## src/hw/rtl/hsv_to_rgb_converter_macros.svh

```systemverilog
// ---------------------------------------------------------------------------
// hsv_to_rgb_converter assertion macros
// concurrent checks shared by the colour converter, clocked on clk
// ---------------------------------------------------------------------------
`ifndef HSV_TO_RGB_CONVERTER_MACROS_SVH
`define HSV_TO_RGB_CONVERTER_MACROS_SVH

// same-cycle implication, held off while in reset
`define HSVRGB_ASSERT_IMP(lbl, ante, cons) \
  lbl: assert property (@(posedge clk) disable iff (!rst_n) (ante) |-> (cons)) \
    else $error("hsv_to_rgb_converter: check failed");

// next-cycle implication, held off while in reset
`define HSVRGB_ASSERT_NXT(lbl, ante, cons) \
  lbl: assert property (@(posedge clk) disable iff (!rst_n) (ante) |=> (cons)) \
    else $error("hsv_to_rgb_converter: check failed");

`endif

```

## src/hw/rtl/hsvrgb_pkg.sv

```systemverilog
// ---------------------------------------------------------------------------
// hsvrgb_pkg
// types and fixed constants of the hsv to rgb colour converter
// ---------------------------------------------------------------------------
`timescale 1ns / 1ps
`default_nettype none

package hsvrgb_pkg;

  // field widths
  localparam int unsigned HUE_W  = 15;
  localparam int unsigned CH_W   = 8;
  localparam int unsigned FRAC_W = 12;
  localparam int unsigned CLS_W  = 3;
  localparam int unsigned RAW_W  = 4;

  // scaling constants
  localparam int unsigned SECTOR_SPAN = 3840;
  localparam int unsigned NUM_BOUNDS  = 8;
  localparam int unsigned FULL_SCALE  = 255;
  localparam int unsigned QT_DEN      = FULL_SCALE * SECTOR_SPAN;
  localparam int unsigned QT_HALF     = QT_DEN / 2;
  localparam int unsigned P_HALF      = FULL_SCALE / 2;

  // q/t path widths
  localparam int unsigned QT_DEN_W = 20;
  localparam int unsigned QT_NUM_W = 28;
  localparam int unsigned P_NUM_W  = 16;
  localparam int unsigned EST_W    = 9;

  // reciprocals for division by constant, each followed by one correction
  localparam int unsigned QT_RECIP_SHIFT = 40;
  localparam int unsigned QT_RECIP_W     = 21;
  localparam logic [QT_RECIP_W-1:0] QT_RECIP =
    QT_RECIP_W'((64'd1 << QT_RECIP_SHIFT) / QT_DEN);
  localparam int unsigned P_RECIP_SHIFT = 24;
  localparam int unsigned P_RECIP_W     = 17;
  localparam logic [P_RECIP_W-1:0] P_RECIP =
    P_RECIP_W'((64'd1 << P_RECIP_SHIFT) / FULL_SCALE);

  // sector classes, anything past magenta-to-red falls into the last one
  localparam logic [CLS_W-1:0] SECT_R_TO_Y = 3'd0;
  localparam logic [CLS_W-1:0] SECT_Y_TO_G = 3'd1;
  localparam logic [CLS_W-1:0] SECT_G_TO_C = 3'd2;
  localparam logic [CLS_W-1:0] SECT_C_TO_B = 3'd3;
  localparam logic [CLS_W-1:0] SECT_B_TO_M = 3'd4;
  localparam logic [CLS_W-1:0] SECT_M_TO_R = 3'd5;

  // queue between front and back
  localparam int unsigned QUEUE_DEPTH = 2;
  localparam int unsigned QUEUE_AW    = $clog2(QUEUE_DEPTH);

  // classified pixel handed from front to back
  typedef struct packed {
    logic [CLS_W-1:0]  sector;
    logic [FRAC_W-1:0] frac;
    logic [CH_W-1:0]   sat;
    logic [CH_W-1:0]   val;
  } hsvrgb_item_t;

endpackage

`default_nettype wire

```

## src/hw/rtl/hsvrgb_front.sv

```systemverilog
// ---------------------------------------------------------------------------
// hsvrgb_front
// takes requests, splits hue into sector class and fraction, holds one item
// ---------------------------------------------------------------------------
`timescale 1ns / 1ps
`default_nettype none

module hsvrgb_front
  import hsvrgb_pkg::*;
(
  input  wire logic                clk,
  input  wire logic                rst_n,
  input  wire logic                start,
  input  wire logic [HUE_W-1:0]    in_hue,
  input  wire logic [CH_W-1:0]     in_saturation,
  input  wire logic [CH_W-1:0]     in_value,
  input  wire logic                queue_full,
  output logic                     busy,
  output logic                     item_valid,
  output hsvrgb_item_t             item
);

  logic                valid_r;
  logic                valid_nxt;
  hsvrgb_item_t        item_r;
  logic [RAW_W-1:0]    raw_sector;
  logic [HUE_W-1:0]    sector_base;
  hsvrgb_item_t        item_nxt;
  logic                take;

  // raw sector by counting the 60 degree boundaries passed
  always_comb begin
    raw_sector = '0;
    for (int k = 1; k <= NUM_BOUNDS; k++) begin
      raw_sector = raw_sector + RAW_W'(in_hue >= HUE_W'(k * SECTOR_SPAN));
    end
  end

  // fraction is what is left above the sector start
  assign sector_base = HUE_W'(raw_sector * HUE_W'(SECTOR_SPAN));

  always_comb begin
    item_nxt.frac = FRAC_W'(in_hue - sector_base);
    item_nxt.sat  = in_saturation;
    item_nxt.val  = in_value;
    if (raw_sector >= RAW_W'(SECT_M_TO_R)) begin
      item_nxt.sector = SECT_M_TO_R;
    end else begin
      item_nxt.sector = CLS_W'(raw_sector);
    end
  end

  // hold-off only while the held item cannot enter the queue
  assign busy = valid_r && queue_full;
  assign take = start && !busy;

  always_comb begin
    valid_nxt = valid_r;
    if (take) begin
      valid_nxt = 1'b1;
    end else if (!queue_full) begin
      valid_nxt = 1'b0;
    end
  end

  always_ff @(posedge clk) begin
    if (!rst_n) begin
      valid_r <= 1'b0;
    end else begin
      valid_r <= valid_nxt;
    end
  end

  // payload register
  always_ff @(posedge clk) begin
    if (take) begin
      item_r <= item_nxt;
    end
  end

  assign item_valid = valid_r;
  assign item       = item_r;

endmodule

`default_nettype wire

```

## src/hw/rtl/hsvrgb_queue.sv

```systemverilog
// ---------------------------------------------------------------------------
// hsvrgb_queue
// short first-in first-out queue between front and back
// ---------------------------------------------------------------------------
`timescale 1ns / 1ps
`default_nettype none

module hsvrgb_queue
  import hsvrgb_pkg::*;
(
  input  wire logic          clk,
  input  wire logic          rst_n,
  input  wire logic          push,
  input  wire hsvrgb_item_t  push_item,
  input  wire logic          pop,
  output logic               full,
  output logic               empty,
  output hsvrgb_item_t       pop_item
);

  hsvrgb_item_t          entries [QUEUE_DEPTH];
  logic [QUEUE_AW-1:0]   wr_ptr_r;
  logic [QUEUE_AW-1:0]   rd_ptr_r;
  logic [QUEUE_AW:0]     count_r;
  logic [QUEUE_AW:0]     count_nxt;
  logic                  do_push;
  logic                  do_pop;

  assign full     = count_r == (QUEUE_AW + 1)'(QUEUE_DEPTH);
  assign empty    = count_r == '0;
  assign do_push  = push && !full;
  assign do_pop   = pop && !empty;
  assign pop_item = entries[rd_ptr_r];

  // occupancy
  always_comb begin
    count_nxt = count_r;
    if (do_push && !do_pop) begin
      count_nxt = count_r + 1'b1;
    end else if (do_pop && !do_push) begin
      count_nxt = count_r - 1'b1;
    end
  end

  // pointers
  always_ff @(posedge clk) begin
    if (!rst_n) begin
      wr_ptr_r <= '0;
      rd_ptr_r <= '0;
      count_r  <= '0;
    end else begin
      count_r <= count_nxt;
      if (do_push) begin
        wr_ptr_r <= (wr_ptr_r == QUEUE_AW'(QUEUE_DEPTH - 1)) ? '0 : wr_ptr_r + 1'b1;
      end
      if (do_pop) begin
        rd_ptr_r <= (rd_ptr_r == QUEUE_AW'(QUEUE_DEPTH - 1)) ? '0 : rd_ptr_r + 1'b1;
      end
    end
  end

  // storage
  always_ff @(posedge clk) begin
    if (do_push) begin
      entries[wr_ptr_r] <= push_item;
    end
  end

endmodule

`default_nettype wire

```

## src/hw/rtl/hsvrgb_back.sv

```systemverilog
// ---------------------------------------------------------------------------
// hsvrgb_back
// four-stage pipeline forming p, q and t and routing them by sector
// ---------------------------------------------------------------------------
`timescale 1ns / 1ps
`default_nettype none

module hsvrgb_back
  import hsvrgb_pkg::*;
(
  input  wire logic             clk,
  input  wire logic             rst_n,
  input  wire logic             item_valid,
  input  wire hsvrgb_item_t     item,
  output logic                  out_valid,
  output logic [CH_W-1:0]       out_red,
  output logic [CH_W-1:0]       out_green,
  output logic [CH_W-1:0]       out_blue
);

  // stage valids
  logic                    s1_valid_r, s2_valid_r, s3_valid_r, s4_valid_r;

  // stage 1: products with saturation
  logic [CLS_W-1:0]        s1_cls_r;
  logic [CH_W-1:0]         s1_val_r;
  logic [QT_DEN_W-1:0]     s1_sq_r;
  logic [QT_DEN_W-1:0]     s1_st_r;
  logic [P_NUM_W-1:0]      s1_pn_r;

  // stage 2: rounded numerators, p estimate
  logic [CLS_W-1:0]        s2_cls_r;
  logic [CH_W-1:0]         s2_val_r;
  logic [QT_NUM_W-1:0]     s2_qn_r;
  logic [QT_NUM_W-1:0]     s2_tn_r;
  logic [P_NUM_W-1:0]      s2_pn_r;
  logic [EST_W-1:0]        s2_pe_r;

  // stage 3: q and t estimates, p finished
  logic [CLS_W-1:0]        s3_cls_r;
  logic [CH_W-1:0]         s3_val_r;
  logic [QT_NUM_W-1:0]     s3_qn_r;
  logic [QT_NUM_W-1:0]     s3_tn_r;
  logic [EST_W-1:0]        s3_qe_r;
  logic [EST_W-1:0]        s3_te_r;
  logic [CH_W-1:0]         s3_p_r;

  // stage 4: output registers
  logic [CH_W-1:0]         red_r, green_r, blue_r;

  logic [QT_DEN_W-1:0]     s1_sq_nxt, s1_st_nxt;
  logic [P_NUM_W-1:0]      s1_pn_nxt;
  logic [QT_NUM_W-1:0]     s2_qn_nxt, s2_tn_nxt;
  logic [EST_W-1:0]        s2_pe_nxt;
  logic [P_NUM_W+P_RECIP_W-1:0]     p_prod;
  logic [QT_NUM_W+QT_RECIP_W-1:0]   q_prod, t_prod;
  logic [P_NUM_W-1:0]      p_rem;
  logic [CH_W-1:0]         s3_p_nxt;
  logic [QT_NUM_W-1:0]     q_rem, t_rem;
  logic [CH_W-1:0]         q_val, t_val;
  logic [CH_W-1:0]         red_nxt, green_nxt, blue_nxt;

  // saturation times fraction for q and t, value times (1 - s) for p
  assign s1_sq_nxt = QT_DEN_W'(item.sat) * QT_DEN_W'(item.frac);
  assign s1_st_nxt = QT_DEN_W'(item.sat) * QT_DEN_W'(FRAC_W'(SECTOR_SPAN) - item.frac);
  assign s1_pn_nxt = P_NUM_W'(item.val) * P_NUM_W'(CH_W'(FULL_SCALE) - item.sat)
                     + P_NUM_W'(P_HALF);

  // numerators with half the divisor added for rounding
  assign s2_qn_nxt = QT_NUM_W'(s1_val_r) * QT_NUM_W'(QT_DEN_W'(QT_DEN) - s1_sq_r)
                     + QT_NUM_W'(QT_HALF);
  assign s2_tn_nxt = QT_NUM_W'(s1_val_r) * QT_NUM_W'(QT_DEN_W'(QT_DEN) - s1_st_r)
                     + QT_NUM_W'(QT_HALF);
  assign p_prod    = (P_NUM_W + P_RECIP_W)'(s1_pn_r) * (P_NUM_W + P_RECIP_W)'(P_RECIP);
  assign s2_pe_nxt = p_prod[P_RECIP_SHIFT +: EST_W];

  // reciprocal estimates for q and t, one-step correction for p
  assign q_prod = (QT_NUM_W + QT_RECIP_W)'(s2_qn_r) * (QT_NUM_W + QT_RECIP_W)'(QT_RECIP);
  assign t_prod = (QT_NUM_W + QT_RECIP_W)'(s2_tn_r) * (QT_NUM_W + QT_RECIP_W)'(QT_RECIP);
  assign p_rem  = s2_pn_r - P_NUM_W'(s2_pe_r) * P_NUM_W'(FULL_SCALE);
  assign s3_p_nxt = (p_rem >= P_NUM_W'(FULL_SCALE)) ? CH_W'(s2_pe_r + 1'b1)
                                                   : CH_W'(s2_pe_r);

  // correction for q and t
  assign q_rem = s3_qn_r - QT_NUM_W'(s3_qe_r) * QT_NUM_W'(QT_DEN);
  assign t_rem = s3_tn_r - QT_NUM_W'(s3_te_r) * QT_NUM_W'(QT_DEN);
  assign q_val = (q_rem >= QT_NUM_W'(QT_DEN)) ? CH_W'(s3_qe_r + 1'b1) : CH_W'(s3_qe_r);
  assign t_val = (t_rem >= QT_NUM_W'(QT_DEN)) ? CH_W'(s3_te_r + 1'b1) : CH_W'(s3_te_r);

  // channel routing by sector
  always_comb begin
    case (s3_cls_r)
      SECT_R_TO_Y: begin
        red_nxt = s3_val_r; green_nxt = t_val;    blue_nxt = s3_p_r;
      end
      SECT_Y_TO_G: begin
        red_nxt = q_val;    green_nxt = s3_val_r; blue_nxt = s3_p_r;
      end
      SECT_G_TO_C: begin
        red_nxt = s3_p_r;   green_nxt = s3_val_r; blue_nxt = t_val;
      end
      SECT_C_TO_B: begin
        red_nxt = s3_p_r;   green_nxt = q_val;    blue_nxt = s3_val_r;
      end
      SECT_B_TO_M: begin
        red_nxt = t_val;    green_nxt = s3_p_r;   blue_nxt = s3_val_r;
      end
      default: begin
        red_nxt = s3_val_r; green_nxt = s3_p_r;   blue_nxt = q_val;
      end
    endcase
  end

  // valid pipeline
  always_ff @(posedge clk) begin
    if (!rst_n) begin
      s1_valid_r <= 1'b0;
      s2_valid_r <= 1'b0;
      s3_valid_r <= 1'b0;
      s4_valid_r <= 1'b0;
    end else begin
      s1_valid_r <= item_valid;
      s2_valid_r <= s1_valid_r;
      s3_valid_r <= s2_valid_r;
      s4_valid_r <= s3_valid_r;
    end
  end

  // payload pipeline
  always_ff @(posedge clk) begin
    s1_cls_r <= item.sector;
    s1_val_r <= item.val;
    s1_sq_r  <= s1_sq_nxt;
    s1_st_r  <= s1_st_nxt;
    s1_pn_r  <= s1_pn_nxt;

    s2_cls_r <= s1_cls_r;
    s2_val_r <= s1_val_r;
    s2_qn_r  <= s2_qn_nxt;
    s2_tn_r  <= s2_tn_nxt;
    s2_pn_r  <= s1_pn_r;
    s2_pe_r  <= s2_pe_nxt;

    s3_cls_r <= s2_cls_r;
    s3_val_r <= s2_val_r;
    s3_qn_r  <= s2_qn_r;
    s3_tn_r  <= s2_tn_r;
    s3_qe_r  <= q_prod[QT_RECIP_SHIFT +: EST_W];
    s3_te_r  <= t_prod[QT_RECIP_SHIFT +: EST_W];
    s3_p_r   <= s3_p_nxt;

    red_r    <= red_nxt;
    green_r  <= green_nxt;
    blue_r   <= blue_nxt;
  end

  assign out_valid = s4_valid_r;
  assign out_red   = red_r;
  assign out_green = green_r;
  assign out_blue  = blue_r;

endmodule

`default_nettype wire

```

## src/hw/rtl/hsv_to_rgb_converter.sv

```systemverilog
// ---------------------------------------------------------------------------
// hsv_to_rgb_converter
// hsv pixel to 8-bit rgb: front classifier, two-entry queue, four-stage back
// ---------------------------------------------------------------------------
// path: a taken request reaches out_valid through the front register, the queue and the four back stages
// throughput: one pixel per clock, set by the fully pipelined back end
// busy stays low in operation, since the back end never stalls
// reset: synchronous, active low, clears front, queue and pipeline valids
`timescale 1ns / 1ps
`default_nettype none

`include "hsv_to_rgb_converter_macros.svh"

module hsv_to_rgb_converter
  import hsvrgb_pkg::*;
(
  input  wire logic               clk,
  input  wire logic               rst_n,
  input  wire logic               start,
  output logic                    busy,
  input  wire logic [HUE_W-1:0]   in_hue,
  input  wire logic [CH_W-1:0]    in_saturation,
  input  wire logic [CH_W-1:0]    in_value,
  output logic                    out_valid,
  output logic [CH_W-1:0]         out_red,
  output logic [CH_W-1:0]         out_green,
  output logic [CH_W-1:0]         out_blue
);

  logic          f_valid;
  hsvrgb_item_t  f_item;
  logic          q_full;
  logic          q_empty;
  hsvrgb_item_t  q_item;

  // front: request capture and hue classification
  hsvrgb_front u_front (
    .clk           (clk),
    .rst_n         (rst_n),
    .start         (start),
    .in_hue        (in_hue),
    .in_saturation (in_saturation),
    .in_value      (in_value),
    .queue_full    (q_full),
    .busy          (busy),
    .item_valid    (f_valid),
    .item          (f_item)
  );

  // queue between the two halves
  hsvrgb_queue u_queue (
    .clk       (clk),
    .rst_n     (rst_n),
    .push      (f_valid),
    .push_item (f_item),
    .pop       (!q_empty),
    .full      (q_full),
    .empty     (q_empty),
    .pop_item  (q_item)
  );

  // back: arithmetic and channel routing
  hsvrgb_back u_back (
    .clk        (clk),
    .rst_n      (rst_n),
    .item_valid (!q_empty),
    .item       (q_item),
    .out_valid  (out_valid),
    .out_red    (out_red),
    .out_green  (out_green),
    .out_blue   (out_blue)
  );

  // checks
  `HSVRGB_ASSERT_IMP(a_never_busy, 1'b1, !busy)
  `HSVRGB_ASSERT_NXT(a_request_held, start && !busy, f_valid)
  `HSVRGB_ASSERT_IMP(a_result_follows, start && !busy, ##6 out_valid)
  `HSVRGB_ASSERT_IMP(a_queue_shallow, 1'b1, !q_full)

endmodule

`default_nettype wire
```

## config.mk

```make
export PLATFORM = sky130hd
export DESIGN_NAME = hsv_to_rgb_converter
export DESIGN_NICKNAME = d
export VERILOG_FILES = /design/src/hw/rtl/hsvrgb_pkg.sv /design/src/hw/rtl/hsvrgb_front.sv /design/src/hw/rtl/hsvrgb_queue.sv /design/src/hw/rtl/hsvrgb_back.sv /design/src/hw/rtl/hsv_to_rgb_converter.sv
export VERILOG_INCLUDE_DIRS = /design/src /design/src/hw/rtl
export SDC_FILE = /design/constraint.sdc
export NUM_CORES = 2
export LEC_CHECK = 0
export BUFFER_PORTS_ARGS = -buffer_cell sky130_fd_sc_hd__clkbuf_2
export CAP_MARGIN = 20
export CORE_UTILIZATION = 40
export DETAILED_ROUTE_END_ITERATION = 7
export GPL_TIMING_DRIVEN = 1
export HOLD_SLACK_MARGIN = 0.05
export PLACE_DENSITY_LB_ADDON = 0.2
export SKIP_CTS_REPAIR_TIMING = 1
export SYNTH_ARGS = -nofsm -noshare
export SYNTH_HDL_FRONTEND = slang
export SYNTH_HIERARCHICAL = 1
export SYNTH_SLANG_ARGS = --single-unit
```

## constraint.sdc

```tcl
create_clock -name clk -period 8.7 [get_ports clk]
set_input_delay 0.87 -clock clk [delete_from_list [all_inputs] [get_ports clk]]
set_output_delay 0.87 -clock clk [all_outputs]
set_load 0.05 [all_outputs]
```

==> impl_metrics.yaml <==
run_status:
  outcome: "complete, but fails checks"
  violations: "DRC"
finish:
  drive_above_1_share: 0.0400
  nNetsFinal: 7366
  final_common_cell: "inv_1"
  nFillCells: 13059
  final_cell_mix: "1285 x inv_1, 938 x ha_1, 827 x fa_1, 324 x nand2_1, 278 x and2_1"
  area_growth_pct: 7.22
clock_network:
  clk_pin_slew_worst_paths_ps: 60
  clock_sinks: 361
  cts-buffers-inserted: 47
  cts_tree: "yes"
  insertion_delay_ps: 630
  htree_levels: 2
  cts-root-buf: "clkbuf_16"
  clockBufferDepth: 3
setup_path:
  crit_fanout: 11
  crit_top_cell: "fa_1"
  regToRegSetupSlack_ps: 1390
  reg2regPathDepth: 23
  crit_required_ps: 9160
  r2r_end: "u_back/s1_st_r[18]"
  max_stage_delay_ps: 640
  critical_path_arrival_ps: 7770
  path_class: "reg2reg"
  end_kind: "flop"
  cp_cell_sequence: "mux2_2, inv_1, ha_1, nand2_1, or3_1, or3_1, xnor2_1, nand2_1, fa_1, inv_1, fa_1, fa_1, fa_1, ha_1, a21boi_0, o21ai_0, a21boi_0, o21ai_0, a21boi_0, o21ai_0, a21oi_1, mux2i_1, o2111ai_1"
  crit_slowest_cell: "dfxtp_1"
  cp-start-kind: "flop"
floorplan:
  row_count: 134
  dieArea_mm2: 0.137
  start_util: 0.404
  fp.dieH_um: 370
  io_pins: 60
  fp.coreArea_mm2: 0.134
  die-width_um: 370
sta:
  max_slew_margin: 0.299
  fin_crit_ps: 7310
  rsz0062_at_grt: "no"
  drv_slew: 0
  fin_skew_ps: 39.4
  setup_viol: 0
  hold_viol: 0
  finalHoldWorstSlack_ps: 328
  finalCritPeriodShare: 0.840
  fmax_ghz: 0.137
  worst_pin_slew_ps: 1050
  fin_setup_tns_ps: 0
yosys:
  syn_area_mm2: 0.0542
  synth_edf_count: 93
  synthArstFlopShare: 0
  synth_flop_cell: "dfxtp_1"
  synthCells: 5533
  syn_area_per_cell_um2: 9.79
  syn_nets: 7332
  yosysSeqAreaShare: 0.151
  ys_ff_latch: 361
  ys_types: 93
  synth-warning-count: 6
global_route:
  track_usage: 0.175
  grt_max_degree: 43
  antenna_found_initial: 2
  grt_pass1_wl_um: 195000
  overflow: 0
  grt_pass1_vias: 38569
min_path:
  hold_depth: 0
  min_path_type: "reg2reg"
  hold_start: "u_back/s2_cls_r[2]"
  hold-path-endpoint: "u_back/s3_cls_r[2]"
placed_design:
  dp_hpwl_um: 95900
  port-buffer-count: 59
  place_congestion: 0.874
detailed_routing:
  vias: 35891
  final_antenna_net_count: 0
  wl_per_cell_um: 15.5
  drt-pass1-iter-count: 8
  routed_wirelength_um: 115000
  drt-initial-drc-count: 1361
  via_per_inst: 4.87
  drc: 15
run:
  cap_violations: 0
per-stage QoR:
step                      area [um^2]  instances  setup slack, ps   util
after floorplan                 54200       5533             2090      -
after global placement          56500       7286             1450  0.421
after detailed placement        56500       7286             1420  0.421
after CTS                       58100       7372             1360  0.433
after global routing            58100       7372              748  0.433
final                           58100       7374             1390  0.433
routing by layer:
| layer | part of all wire | global-route usage |
|---|---|---|
| met5 | 0.00011 | 0 |
| met4 | 0.018 | 0.0359 |
| met3 | 0.029 | 0.0184 |
| met2 | 0.47 | 0.298 |
| met1 | 0.48 | 0.240 |
area by class of cell:
| type | instances | area, um^2 | area share |
|---|---|---|---|
| Inverter | 1288 | 4830 | 0.0833 |
| Clock buffer | 71 | 1410 | 0.0242 |
| Timing Repair Buffer | 79 | 445 | 0.00767 |
| Tap cell | 1768 | 2210 | 0.0381 |
| Multi-Input combinational cell | 3790 | 40800 | 0.703 |
| Sequential cell | 361 | 8160 | 0.141 |
| Clock inverter | 15 | 186 | 0.00321 |
| Antenna cell | 2 | 5.00 | 0.0000862 |
cell usage after synthesis (all sizes together), types with 33 or more instances:
cell type	number	area (um^2)
fa	827	16600
xnor2	169	1480
nand2	324	1220
nand2b	71	444
xor2	88	786
dfxtp	268	5370
and2	278	1740
nor2	163	612
ha	938	11700
edfxtp	93	2790
o21ai	105	533
nor3	48	245
a21oi	167	840
nor2b	95	594
inv	1286	4830
nand3	40	205
mux2	33	372
clkbuf	86	323
a21o	68	510
how the worst max path moves through the flow:
stage	to	cells past startpoint	from
finish	u_back/s1_st_r[18]	23	flop
floorplan	u_back/s2_qn_r[24]	27	u_back/s1_st_r[0]
global placement	u_back/s1_st_r[18]	23	flop
CTS	u_back/s1_st_r[19]	22	flop
global route	u_back/s1_st_r[18]	23	flop
detailed placement	u_back/s1_st_r[18]	23	flop
state kept, by name, summed over array words and instances, names as in the netlist, 16 cells and up, named ones only:
signal,count
u_back/s1_st_r,20
u_back/s2_tn_r,28
u_queue/entries,62
u_back/s1_sq_r,19
u_back/s2_qn_r,27
u_back/s3_qn_r,20
u_back/s1_pn_r,16
u_back/s3_tn_r,20
u_back/s2_pn_r,16
u_front/item,31
cell families (layout without fill, tap and decap cells):
kind of cell    after synthesis  in the layout  synth area share
mux                          46             46           0.00926
simple gates               1131           1131             0.108
fa+ha+maj                  1765           1765             0.522
xor+xnor                    257            257            0.0418
compound gates              591            591            0.0722
flops                       361            361             0.151
buf+inv                    1382           1453            0.0960
other cells                   0              2                 0
critical path, delay by kind of cell (launching register included):
family,cells,cell delay [ps]
flops,1,640
compound gates,8,1540
mux,2,710
buf+inv,2,130
xor+xnor,1,630
simple gates,4,950
fa+ha+maj,6,2530
Power is not shown: default switching activity piles up to over one toggle a cycle in this logic, so the estimate is an artifact.
